===== config.mk =====
export PLATFORM = sky130hd
export DESIGN_NAME = sacl_front
export DESIGN_NICKNAME = d
export VERILOG_FILES = /design/src/rtl/sacl_pkg.sv /design/src/rtl/sacl_front.sv
export SDC_FILE = /design/constraint.sdc
export NUM_CORES = 1
export LEC_CHECK = 0
export BUFFER_PORTS_ARGS = -buffer_cell sky130_fd_sc_hd__buf_2
export CORE_ASPECT_RATIO = 0.9
export CORE_MARGIN = 2
export CORE_UTILIZATION = 53
export DETAILED_ROUTE_END_ITERATION = 12
export PLACE_DENSITY = 0.84
export RECOVER_POWER = 25
export SLEW_MARGIN = 30
export SYNTH_ARGS = -nofsm -noshare
export SYNTH_HDL_FRONTEND = slang
export SYNTH_SLANG_ARGS = --single-unit

===== constraint.sdc =====
create_clock -name clk -period 4.9 [get_ports clk]
set_input_delay 0.245 -clock clk [delete_from_list [all_inputs] [get_ports clk]]
set_output_delay 0.245 -clock clk [all_outputs]
set_load 0.01 [all_outputs]

===== src/rtl/sacl_pkg.sv =====
`timescale 1ns / 1ps
// ----------------------------------------------------------------------------
// sacl_pkg: shared types and constants for the set-associative cache
// Holds default sizes, register indexes and state codes.
// ----------------------------------------------------------------------------
package sacl_pkg;

    localparam int MAX_SETS      = 64;
    localparam int MAX_WAYS      = 8;
    localparam int MAX_RRPV_BITS = 4;
    localparam int ADDR_BITS     = 32;
    localparam int CNT_BITS      = 32;
    localparam int OUT_SET_BITS  = 6;
    localparam int OUT_WAY_BITS  = 3;

    localparam logic [1:0] REG_POLICY = 2'd0;
    localparam logic [1:0] REG_RRPV   = 2'd1;
    localparam logic [1:0] REG_SETS   = 2'd2;
    localparam logic [1:0] REG_WAYS   = 2'd3;

    typedef enum logic [2:0] {
        ST_IDLE,
        ST_READ,
        ST_LOOK,
        ST_AGE,
        ST_WRITE,
        ST_OUT,
        ST_CLEAR
    } back_state_t;

endpackage


===== src/rtl/sacl_front.sv =====
`timescale 1ns / 1ps
// ----------------------------------------------------------------------------
// sacl_front: address intake and set selection
// Reduce the address modulo the set count one bit per cycle, then queue it.
// ----------------------------------------------------------------------------
module sacl_front #(
    parameter int MAX_SETS  = sacl_pkg::MAX_SETS,
    parameter int ADDR_BITS = sacl_pkg::ADDR_BITS,
    localparam int SB = (MAX_SETS > 1) ? $clog2(MAX_SETS) : 1
) (
    input  logic                 clk,
    input  logic                 rst_n,
    input  logic                 in_valid,
    output logic                 in_ready,
    input  logic [ADDR_BITS-1:0] in_addr,
    input  logic [SB:0]          sets,
    output logic                 q_valid,
    input  logic                 q_ready,
    output logic [ADDR_BITS-1:0] q_addr,
    output logic [SB-1:0]        q_set
);
    localparam int CB = $clog2(ADDR_BITS + 1);
    localparam int IB = (ADDR_BITS > 1) ? $clog2(ADDR_BITS) : 1;

    logic                 busy_reg, busy_next;
    logic [CB-1:0]        cnt_reg, cnt_next;
    logic [ADDR_BITS-1:0] addr_reg, addr_next;
    logic [SB:0]          rem_reg, rem_next;
    logic [SB+1:0]        shifted;
    logic [IB-1:0]        bit_idx;
    logic                 full_reg, full_next;
    logic [ADDR_BITS-1:0] qa_reg, qa_next;
    logic [SB-1:0]        qs_reg, qs_next;

    assign in_ready = !busy_reg;
    assign q_valid  = full_reg;
    assign q_addr   = qa_reg;
    assign q_set    = qs_reg;

    always_comb
    begin
        busy_next = busy_reg;
        cnt_next  = cnt_reg;
        addr_next = addr_reg;
        rem_next  = rem_reg;
        full_next = full_reg;
        qa_next   = qa_reg;
        qs_next   = qs_reg;
        bit_idx   = IB'(ADDR_BITS - 1) - IB'(cnt_reg);
        shifted   = {rem_reg, addr_reg[bit_idx]};
        if (full_reg && q_ready)
        begin
            full_next = 1'b0;
        end
        if (!busy_reg)
        begin
            if (in_valid)
            begin
                busy_next = 1'b1;
                addr_next = in_addr;
                cnt_next  = '0;
                rem_next  = '0;
            end
        end
        else if (cnt_reg != CB'(ADDR_BITS))
        begin
            // restoring step: one address bit per cycle
            if (shifted >= (SB + 2)'(sets))
            begin
                rem_next = (SB + 1)'(shifted - (SB + 2)'(sets));
            end
            else
            begin
                rem_next = (SB + 1)'(shifted);
            end
            cnt_next = cnt_reg + 1'b1;
        end
        else if (!full_next)
        begin
            full_next = 1'b1;
            qa_next   = addr_reg;
            qs_next   = SB'(rem_reg);
            busy_next = 1'b0;
        end
    end

    always_ff @(posedge clk or negedge rst_n)
    begin
        if (!rst_n)
        begin
            busy_reg <= 1'b0;
            full_reg <= 1'b0;
            cnt_reg  <= '0;
        end
        else
        begin
            busy_reg <= busy_next;
            full_reg <= full_next;
            cnt_reg  <= cnt_next;
        end
    end

    always_ff @(posedge clk)
    begin
        addr_reg <= addr_next;
        rem_reg  <= rem_next;
        qa_reg   <= qa_next;
        qs_reg   <= qs_next;
    end
endmodule


Word-level counts from Yosys, hierarchy flattened --
Index checks and enable logic that the tools add are counted.
Cells by class: multiplexer cells 16, magnitude comparators 2, reduce and logical (&&, ||, !) cells 6, eq/ne operators 2, bitwise operators 3, $add $sub $neg 3
Operator list (number):
- 7-bit 2-to-1 mux | 4
- 6-bit 2-to-1 mux | 3
- 8-bit by 7-bit >= comparator with 1-bit output | 1
- 1-bit 2-to-1 mux | 8
- 7-bit subtractor | 1
- 6-bit by 1-bit adder with 6-bit output (second input constant) | 1
- 5-bit by 6-bit less-than comparator with 1-bit output (second input constant) | 1
- 6-bit inequality test (second input constant) | 1
- 1-bit binary-select mux with 5-bit select | 1
- 5-bit subtractor (first input constant) | 1
- 2-bit AND reduction | 2
- 1-bit NOT | 3
- 3-bit AND reduction | 1
- 2-bit by 1-bit inequality test with 1-bit output (second input constant) | 1
- 2-bit nonzero test | 1
- 1-bit logical AND | 1
- 1-bit logical NOT | 1
Storage, ports and cells: output and inout bits 40, flip-flop bits (word level) 85, bits of input ports 43, logic and storage cells 39

Longest topological paths before layout --
Gate-level depths: netlist of run 1.
word-level depth 7, depth in mapped cells 14, gate-level depth less buffers 12

Worst setup path before layout of run 1 --
No wires, ideal clock.
path kind register -> register, start reg cnt_reg[0], end reg qa_reg[0] (netlist: q_addr[0]) (enable), path slack 1.204 ns, path buffers 1, data required time 4.452 ns, library setup time 0.448 ns, arrival time 3.249 ns, stages on the path, launching flop included 7, path through dfrtp_1 -> buf_2 -> inv_1 -> ha_1 -> nand2_1 -> or4b_1 -> a21oi_1
Between the ends: longest elaborated chain between the ends 3
RTL lines:
- start, declared | RTL line sacl_front.sv:26 | logic [CB-1:0] cnt_reg, cnt_next;
- start signal, assigned | RTL line sacl_front.sv:99 | cnt_reg <= cnt_next;
- 6-bit inequality test | RTL line sacl_front.sv:65 | else if (cnt_reg != CB'(ADDR_BITS))
- 1-bit NOT (no source line)
- 3-bit AND reduction (no source line)
- end signal, assigned | RTL line sacl_front.sv:107 | qa_reg <= qa_next;
- end, declared | RTL line sacl_front.sv:32 | logic [ADDR_BITS-1:0] qa_reg, qa_next;
Every way passes these cells. A chain may end at the register's enable or synchronous reset.

Worst setup path after layout of run 1 --
start reg cnt_reg[4], end reg rem_reg[3], data pin
Between the ends: longest elaborated chain between the ends 7, elaborated cells between the ends (all ways) 8
RTL lines:
- 5-bit subtractor * | RTL line sacl_front.sv:49 | bit_idx = IB'(ADDR_BITS - 1) - IB'(cnt_reg);
- 1-bit binary-select mux with 5-bit select * | RTL line sacl_front.sv:50 | shifted = {rem_reg, addr_reg[bit_idx]};
- 1-bit 2-to-1 mux (not written as such) * | RTL line sacl_front.sv:50
- 7-bit subtractor or 8-bit by 7-bit >= comparator with 1-bit output (tied branches) | RTL line sacl_front.sv:70, sacl_front.sv:68
- 7-bit 2-to-1 mux * | RTL line sacl_front.sv:68 | if (shifted >= (SB + 2)'(sets))
- 7-bit 2-to-1 mux * | RTL line sacl_front.sv:65
- 7-bit 2-to-1 mux * | RTL line sacl_front.sv:55 | if (!busy_reg)
- end signal, assigned | RTL line sacl_front.sv:106 | rem_reg <= rem_next;
- end, declared | RTL line sacl_front.sv:28 | logic [SB:0] rem_reg, rem_next;
Mark *: on every way between the ends. The rest lies on a longest branch, timed or not. The select of a mux whose other input is x is not followed.

==> results of run 1 <==
per-layer routing:
metal,track usage (%),up-vias
met3,4.07,10
met4,9.10,0
met5,0,-
met2,30.0,94
met1,25.3,998
li1,-,1016
cells by family (layout without fill, tap and decap cells):
kind of cell             after synthesis  after routing
AND/OR/NAND/NOR                       52             52
multiplexers                          15             15
XOR/XNOR                               2              2
buffers and inverters                 21            116
AO/OA/AOI/OAI                         35             35
flip-flops                            85             85
adder cells (fa/ha/maj)               10             10
power by group through the flow:
stage               combinational, µW  sequential (µW)  clock (µW)
floorplan                         537             1000           0
global placement                  592             1060           0
detailed placement                620             1070           0
CTS                               621             1060         461
global route                      704             1070         485
finish                            631             1050         453
final cells by class:
| type | instances | area share [%] |
|---|---|---|
| sequential | 85 | 59.7 |
| multi-input combinational | 114 | 21.2 |
| timing repair buffer | 85 | 10.8 |
| clock buffer | 9 | 2.94 |
| tap | 90 | 2.68 |
| clock inverter | 7 | 1.37 |
| inverter | 15 | 1.34 |
cells in the final DEF, fill, tap and decap left out, types with 2 or more instances in the layout:
cell type and count:
sky130_fd_sc_hd__a311oi_1 2, sky130_fd_sc_hd__mux2i_1 9, sky130_fd_sc_hd__clkinv_4 2, sky130_fd_sc_hd__nor2_1 14, sky130_fd_sc_hd__dfrtp_1 8, sky130_fd_sc_hd__and2_1 2
sky130_fd_sc_hd__ha_1 9, sky130_fd_sc_hd__nand2_1 11, sky130_fd_sc_hd__o31ai_1 2, sky130_fd_sc_hd__o21a_1 3, sky130_fd_sc_hd__clkbuf_8 9, sky130_fd_sc_hd__nand3b_1 2
sky130_fd_sc_hd__nor3_1 5, sky130_fd_sc_hd__nand3_1 4, sky130_fd_sc_hd__a21oi_1 5, sky130_fd_sc_hd__o211ai_1 3, sky130_fd_sc_hd__buf_2 81, sky130_fd_sc_hd__mux4_2 5
sky130_fd_sc_hd__edfxtp_1 77, sky130_fd_sc_hd__nand2b_1 3, sky130_fd_sc_hd__nor2b_1 4, sky130_fd_sc_hd__inv_1 14, sky130_fd_sc_hd__inv_6 2, sky130_fd_sc_hd__o21ai_0 10
worst max path at each step:
| stage | startpoint | end | slack, ps | cells past startpoint |
|---|---|---|---|---|
| 4_1_cts | cnt_reg[4] | rem_reg[2] | 1000 | 12 |
| 3_3_place_gp | cnt_reg[2] | rem_reg[1] | 1210 | 12 |
| 6_report | cnt_reg[4] | rem_reg[3] | 940 | 12 |
| 2_1_floorplan | cnt_reg[0] | q_addr[0] | 1200 | 6 |
| 5_1_grt | cnt_reg[4] | rem_reg[2] | 620 | 12 |
| 3_5_place_dp | cnt_reg[4] | rem_reg[1] | 1030 | 12 |
critical path, cell delays in order, from the launching register on:
cell	delay, ps
sky130_fd_sc_hd__dfrtp_1	820
sky130_fd_sc_hd__nor2b_1	110
sky130_fd_sc_hd__a2111oi_0	510
sky130_fd_sc_hd__nor3_1	120
sky130_fd_sc_hd__nor4_2	350
sky130_fd_sc_hd__ha_1	230
sky130_fd_sc_hd__inv_1	60
sky130_fd_sc_hd__fa_1	400
sky130_fd_sc_hd__a21oi_1	210
sky130_fd_sc_hd__o211ai_1	160
sky130_fd_sc_hd__a21oi_2	430
sky130_fd_sc_hd__nor2_1	120
sky130_fd_sc_hd__o21a_1	190
timing repair:
action,CTS,global route
setup buffers,0,0
endpoints found under the hold margin,8,0
hold buffers,1,0
stage by stage:
stage                     power [µW]  std cells  util (%)  instance area (µm²)  hold slack, ps
after global routing            2260        405      64.9                 4210            44.8
after detailed placement        1690        387      61.6                 3990             104
after floorplan                 1540        220         -                 3480           -50.6
after global placement          1660        387      61.6                 3990             105
final                           2140        405      64.9                 4210            55.7
after CTS                       2140        404      64.5                 4180            41.2
==> out/metrics.csv, run 1 <==
stage,metric,value,unit
synth,Yosys top cell area share,66.4,%
clock_network,CTS HTree Levels,3,
finish,Sequential cell area,2510,µm²
floorplan,Die Outline Area,7240,µm²
sta,minimum period implied by the final worst setup slack,3960,ps
finish,number of filler cells placed in the layout,480,
drt,top metal layer carrying routed signals,met4,
synth,"post-synthesis share of cell area spent on full adders, half adders and majority gates",3.81,%
finish,final antenna diode count,0,
sta,Fmax achieved,253,MHz
floorplan,Die Span Y,80.9,µm
sta,least setup slack across all paths after layout,941,ps
drt,total wire length after detailed routing,6.45,mm
drt,drt initial violations,171,
critical_path,startpoint of the lowest-slack register-to-register path,cnt_reg[4],
floorplan,Core Box Area,6480,µm²
finish,net count reported at finish,363,
drt,remaining antenna violation count after routing,0,
drt,routed wire length per instance,15.9,µm
pwr,Reg power frac,49.3,%
sta,Final setup viols,0,
synth,Synth Register Bits,85,
hold_path,path category of the worst min-delay check,in2reg,
clock_network,CTS tree,done,
pwr,share of power burned in combinational logic,29.5,%
drt,WL met3,450,µm
hold_path,cell depth of the worst min-delay path,1,
sta,transition time at the pin with the least slew margin,726,ps
clock_network,clock tree sinks,85,
pwr,leakage power of the design,0.00162,µW
pwr,pwr/cell area,508,nW/µm²
synth,register area share after synthesis,72.1,%
synth,most common library cells after synthesis,"sky130_fd_sc_hd__edfxtp_1, sky130_fd_sc_hd__inv_1, sky130_fd_sc_hd__nor2_1",
floorplan,starting utilization of the core area,53.8,%
clock_network,later-pin clock latency in the skew report,360,ps
placement,HPWL after DPL,4.47,mm
sta,"Hold Violations, Final",0,
critical_path,capture point of the worst reg-to-reg path,rem_reg[3],
hold_path,endpoint of the worst hold path,addr_reg[26],
placement,Placer Congestion,0.881,
finish,ratio of cells with drive above 1 in the final layout,35.6,%
global_route,via count of the first global-routing pass,2081,
synth,"area leader, netlist",sky130_fd_sc_hd__edfxtp_1,
critical_path,type of the worst setup path,reg2reg,
clock_network,CTS Buffer Depth,2,
synth,Post-synth EDFFs,77,
critical_path,sort of element at the end of the critical path,flip-flop,
drt,total DRC errors in the routed layout,0,
global_route,global-route usage over all layers,19.0,%
floorplan,die outline width,89.5,µm
clock_network,Clock Pin Slew Worst Setup and Hold Paths,90,ps
critical_path,Required @ worst endpoint,5020,ps
pwr,worst IR drop on VDD,0.313,mV
sta,RSZ-0062 raised after global routing,false,
drt,vias,2118,
floorplan,number of rows in the core area,28,
global_route,global-route congestion overflow total,0,
synth,"Primary FF master, synth",sky130_fd_sc_hd__edfxtp_1,
synth,dominant combinational cell family by area after synthesis,simple AND/OR/NAND/NOR gates,
drt,Pre-Repair DR Iteration Count,4,
critical_path,Setup crit start kind,flip-flop,
synth,Synth area leaders,"sky130_fd_sc_hd__edfxtp_1, sky130_fd_sc_hd__dfrtp_1, sky130_fd_sc_hd__ha_1",
synth,fraction of synthesized cell area in xor and xnor cells,0.503,%
pwr,sw power,717,µW
critical_path,CP max FO,16,
status,status,finished clean,
synth,mean cell area of the mapped netlist,15.8,µm²
synth,mux contribution to synthesized area,6.14,%
critical_path,count of cells along the worst register-to-register path,12,
sta,ratio of final minimum period to clock period,80.8,%
placement,number of buffer cells added on primary ports,82,
critical_path,arrival time worst endpoint,4080,ps
sta,Max Transition Viols Final,0,
synth,instance count of the mapped netlist,220,
pwr,switching power share of the total,33.5,%
floorplan,I/O pin cnt,83,
synth,Syn Nets,273,
clock_network,number of CTS-inserted buffers,9,
hold_path,worst hold start,in_addr[26],
drt,routed length on met1,2.66,mm
sta,relative max-transition margin,51.6,%
critical_path,Worst R2R Setup Slack,940,ps
placement,Placement Setup Slack,1030,ps
drt,via/cell ratio,5.23,
finish,area taken by multi-input logic gates,891,µm²
clock_network,Resized Gates After CTS,0,
synth,complex-gate fraction of the synthesized area,6.89,%
run,max-capacitance violation count,0,
sta,setup total negative slack,0,ps
synth,top-count cell post-synth,sky130_fd_sc_hd__edfxtp_1,
global_route,maximum number of pins on one net before global-route repair,35,
pwr,Internal Dissipation,1420,µW
synth,share of flip-flops with an asynchronous set or reset,9.41,%
global_route,antenna violations before repair,0,
synth,warnings from Yosys,0,
drt,met2 WL post-DR,3.25,mm
finish,P&R area growth vs syn,20.8,%
clock_network,clock root buffer master,sky130_fd_sc_hd__clkbuf_8,
sta,final clock skew,8.72,ps
synth,Netlist cell types,44,
synth,Post-Synth Simple-Gate Area,7.68,%
synth,mapped cell area,3480,µm²
pwr,share of power burned in the clock network,21.2,%
global_route,global-route wire length before repair,9.89,mm
Note: power is estimated with default switching activity, not from simulation.
==> run 2, diff against run 1 <==
--- a/config.mk
+++ b/config.mk
@@ -5,12 +5,13 @@
 export SDC_FILE = /design/constraint.sdc
 export NUM_CORES = 1
 export LEC_CHECK = 0
+export ABC_AREA = 1
 export BUFFER_PORTS_ARGS = -buffer_cell sky130_fd_sc_hd__buf_2
 export CORE_ASPECT_RATIO = 0.9
 export CORE_MARGIN = 2
-export CORE_UTILIZATION = 53
+export CORE_UTILIZATION = 48
 export DETAILED_ROUTE_END_ITERATION = 12
-export PLACE_DENSITY = 0.84
+export PLACE_DENSITY = 0.8
 export RECOVER_POWER = 25
 export SLEW_MARGIN = 30
 export SYNTH_ARGS = -nofsm -noshare
==> constraint.sdc (replaced) <==
create_clock -name clk -period 3.6 [get_ports clk]
set_input_delay 0.18 -clock clk [delete_from_list [all_inputs] [get_ports clk]]
set_output_delay 0.18 -clock clk [all_outputs]
set_load 0.01 [all_outputs]
==> run 2 against run 1 <==
Critical path depth increased by 4. Non-clock buffer count up 29. Register-to-register slack got worse by 320 ps. Sequential share of layout area is 4.9 points lower. Routed wire length increased by 14%. Fmax rose by 33%. Flip-flop and latch count stayed put. Total power grew 42%. Die area up 14%. Cell area increased by 8.9%. First-iteration DRC count is 11% lower. Largest power group unchanged.
==> out/metrics.csv, run 2 <==
stage,metric,value,unit,change
synth,most common library cells after synthesis,"sky130_fd_sc_hd__edfxtp_1, sky130_fd_sc_hd__nand2_1, sky130_fd_sc_hd__inv_1",,
synth,"Primary FF master, synth",sky130_fd_sc_hd__edfxtp_1,,
sta,minimum period implied by the final worst setup slack,2980,ps,-984 ps
critical_path,startpoint of the lowest-slack register-to-register path,cnt_reg[1],,
hold_path,path category of the worst min-delay check,in2reg,,
drt,total wire length after detailed routing,7.38,mm,+14%
drt,Pre-Repair DR Iteration Count,4,,unchanged
global_route,global-route usage over all layers,19.7,%,+0.65 points
sta,Max Transition Viols Final,0,,unchanged
critical_path,standard cell with the maximum stage delay on the critical path,sky130_fd_sc_hd__dfrtp_1,,
sta,Final setup viols,0,,unchanged
global_route,global-route congestion overflow total,0,,unchanged
finish,ratio of cells with drive above 1 in the final layout,27.9,%,-7.7 points
clock_network,later-pin clock latency in the skew report,350,ps,about the same
clock_network,CTS tree,done,,
synth,"post-synthesis share of cell area spent on full adders, half adders and majority gates",3.68,%,-0.13 points
drt,drt initial violations,152,,-11%
synth,Synth area leaders,"sky130_fd_sc_hd__edfxtp_1, sky130_fd_sc_hd__nand2_1, sky130_fd_sc_hd__dfrtp_1",,
synth,instance count of the mapped netlist,292,,+33%
critical_path,type of the worst setup path,reg2reg,,
drt,total DRC errors in the routed layout,0,,unchanged
synth,mapped cell area,3610,µm²,+3.5%
critical_path,CP max FO,11,,-5
pwr,worst IR drop on VDD,0.271,mV,-13%
synth,"area leader, netlist",sky130_fd_sc_hd__edfxtp_1,,
placement,Placer Congestion,0.903,,+2.5%
sta,transition time at the pin with the least slew margin,531,ps,-195 ps
sta,relative max-transition margin,64.5,%,+13 points
pwr,leakage power of the design,0.00197,µW,+22%
critical_path,cells along the critical path,inv_2 -> nand3_1 -> nand3_1 -> nand2_1 -> nor2_1 -> nand2_1 -> nand2_2 -> ha_1 -> inv_1 -> fa_1 -> nand3_1 -> nand2_1 -> nand2_1 -> nand3_2 -> o21ai_1 -> a21oi_1,,
finish,net count reported at finish,464,,+28%
critical_path,arrival time worst endpoint,3070,ps,-1010 ps
pwr,total power consumption of the routed design,3020,µW,+42%
drt,routed wire length per instance,14.5,µm,-8.9%
sta,worst hold margin,20.0,ps,-35.7 ps
global_route,via count of the first global-routing pass,2549,,+22%
critical_path,most common cell type on the critical path,sky130_fd_sc_hd__nand2_1,,
synth,fraction of synthesized cell area in xor and xnor cells,1.46,%,+0.95 points
synth,share of flip-flops with an asynchronous set or reset,9.41,%,unchanged
critical_path,Setup crit start kind,flip-flop,,
global_route,maximum number of pins on one net before global-route repair,39,,+11%
critical_path,Required @ worst endpoint,3700,ps,-1320 ps
clock_network,number of CTS-inserted buffers,9,,unchanged
synth,Syn Nets,345,,+26%
synth,Netlist cell types,31,,-30%
sta,setup total negative slack,0,ps,unchanged
clock_network,clock tree sinks,85,,unchanged
status,status,finished clean,,
hold_path,worst hold start,in_addr[22],,
synth,dominant combinational cell family by area after synthesis,simple AND/OR/NAND/NOR gates,,
synth,Yosys top cell area share,64.1,%,-2.3 points
synth,mux contribution to synthesized area,0,%,-6.1 points
synth,register area share after synthesis,69.6,%,-2.5 points
floorplan,I/O pin cnt,83,,unchanged
floorplan,number of rows in the core area,29,,+3.6%
synth,Post-Synth Simple-Gate Area,15.0,%,+7.3 points
drt,via/cell ratio,4.94,,-5.6%
synth,mean cell area of the mapped netlist,12.4,µm²,-22%
synth,complex-gate fraction of the synthesized area,4.37,%,-2.5 points
sta,RSZ-0062 raised after global routing,false,,
floorplan,Die Outline Area,8230,µm²,+14%
global_route,antenna violations before repair,0,,unchanged
placement,number of buffer cells added on primary ports,82,,unchanged
finish,most used cells in the layout excluding fill and tap cells,"sky130_fd_sc_hd__buf_2, sky130_fd_sc_hd__edfxtp_1, sky130_fd_sc_hd__nand2_1",,
sta,least setup slack across all paths after layout,624,ps,-316 ps
run,max-capacitance violation count,0,,unchanged
placement,HPWL after DPL,4.93,mm,+10%
clock_network,CTS Buffer Depth,2,,unchanged
critical_path,sort of element at the end of the critical path,flip-flop,,
clock_network,Post-CTS Setup Bufs,0,,unchanged
critical_path,origin of the worst setup path,cnt_reg[1],,
drt,vias,2512,,+19%
synth,top-count cell post-synth,sky130_fd_sc_hd__edfxtp_1,,
synth,warnings from Yosys,0,,unchanged
sta,ratio of final minimum period to clock period,82.7,%,+1.9 points
finish,most common library cell in the layout ignoring fill and taps,sky130_fd_sc_hd__buf_2,,
floorplan,Die Span Y,86.2,µm,+6.6%
finish,P&R area growth vs syn,27.0,%,
global_route,global-route wire length before repair,11.9,mm,+20%
finish,final standard cell area without fillers,4580,µm²,+8.9%
critical_path,Max stage delay on crit path,540,ps,-280 ps
placement,cell area after placement,4110,µm²,+3.0%
floorplan,starting utilization of the core area,50.2,%,-3.6 points
sta,Fmax achieved,336,MHz,+33%
synth,Post-synth EDFFs,77,,unchanged
synth,Synth Register Bits,85,,unchanged
sta,"Hold Violations, Final",0,,unchanged
placement,Placement Setup Slack,674,ps,-353 ps
clock_network,clock root buffer master,sky130_fd_sc_hd__clkbuf_8,,
floorplan,Core Box Area,7180,µm²,+11%
clock_network,Clock Pin Slew Worst Setup and Hold Paths,80,ps,about the same
pwr,pwr/cell area,660,nW/µm²,+30%
clock_network,CTS HTree Levels,3,,unchanged
finish,final antenna diode count,0,,unchanged
floorplan,die outline width,95.4,µm,+6.6%
sta,final clock skew,10.0,ps,+1.31 ps
drt,remaining antenna violation count after routing,0,,unchanged
## run 2: cell count changes in the layout (fill, tap and decap cells not counted), sizes merged, moves of 5 or more
cell         delta
clkbuf          +5
nor2b           -5
o21ai           -5
nand3          +22
inv            +23
mux4            -5
a21oi           +7
nand2          +56
dlygate4sd3    +28
mux2i           -9
## run 2: layout make-up
| class | instances | area, µm² |
|---|---|---|
| fill | 560 | 2600 |
| sequential | 85 | 2510 |
| multi-input combinational | 161 | 892 |
| timing repair buffer | 114 | 721 |
| inverter | 40 | 155 |
| clock buffer | 13 | 139 |
| tap | 93 | 116 |
| clock inverter | 3 | 46.3 |
## run 2: logic make-up (layout without fill, tap and decap cells)
kind of cell	after synthesis	after routing
and+or+nand+nor	118	118
DFF	85	85
buffers and inverters	46	170
AOI/OAI and AO/OA	27	27
adders and majority gates	10	10
xor gates and xnor gates	6	6
## run 2: timing repair
| action | CTS | global route |
|---|---|---|
| resized for setup | 0 | 0 |
| endpoints found under the hold margin | 33 | 3 |
| hold buffers | 26 | 3 |
## run 2: worst max-delay path, delay by kind of cell (launching register included)
| family | cells | cell delay [ps] |
|---|---|---|
| and+or+nand+nor | 10 | 1070 |
| adders and majority gates | 2 | 550 |
| DFF | 1 | 540 |
| buffers and inverters | 2 | 310 |
| AOI/OAI and AO/OA | 2 | 240 |
## run 2: worst paths after layout
| kind | endpoint | slack (ps) | depth (start not counted) |
|---|---|---|---|
| worst max-delay path | rem_reg[3] | 620 | 16 |
| worst min-delay path | addr_reg[22] | 20 | 1 |
| worst max register to register | rem_reg[3] | 620 | 16 |
| worst min register to register | q_addr[22] | 450 | 0 |
| max in group asynchronous | cnt_reg[3] | 2970 | 2 |
| min in group asynchronous | cnt_reg[4] | 290 | 2 |
## run 2: metrics by stage
stage / std cells / utilization, %
2_1_floorplan: 292 / -
3_3_place_gp: 464 / 57.2
4_1_cts: 506 / 63.4
6_report: 509 / 63.8
3_5_place_dp: 464 / 57.2
5_1_grt: 509 / 63.8
## run 2: layer usage
| metal | GRT usage [%] | part of all wire [%] |
|---|---|---|
| met5 | 0 | 0 |
| met1 | 25.5 | 43 |
| met2 | 30.6 | 49 |
| met3 | 5.22 | 5.5 |
| met4 | 10.3 | 2.4 |
## run 2: report_power, final
part           leakage [µW]  total (µW)  switching, µW  internal, µW
clock network     0.0000882         648            323           325
registers          0.000796        1370            132          1240
logic               0.00109        1010            600           407
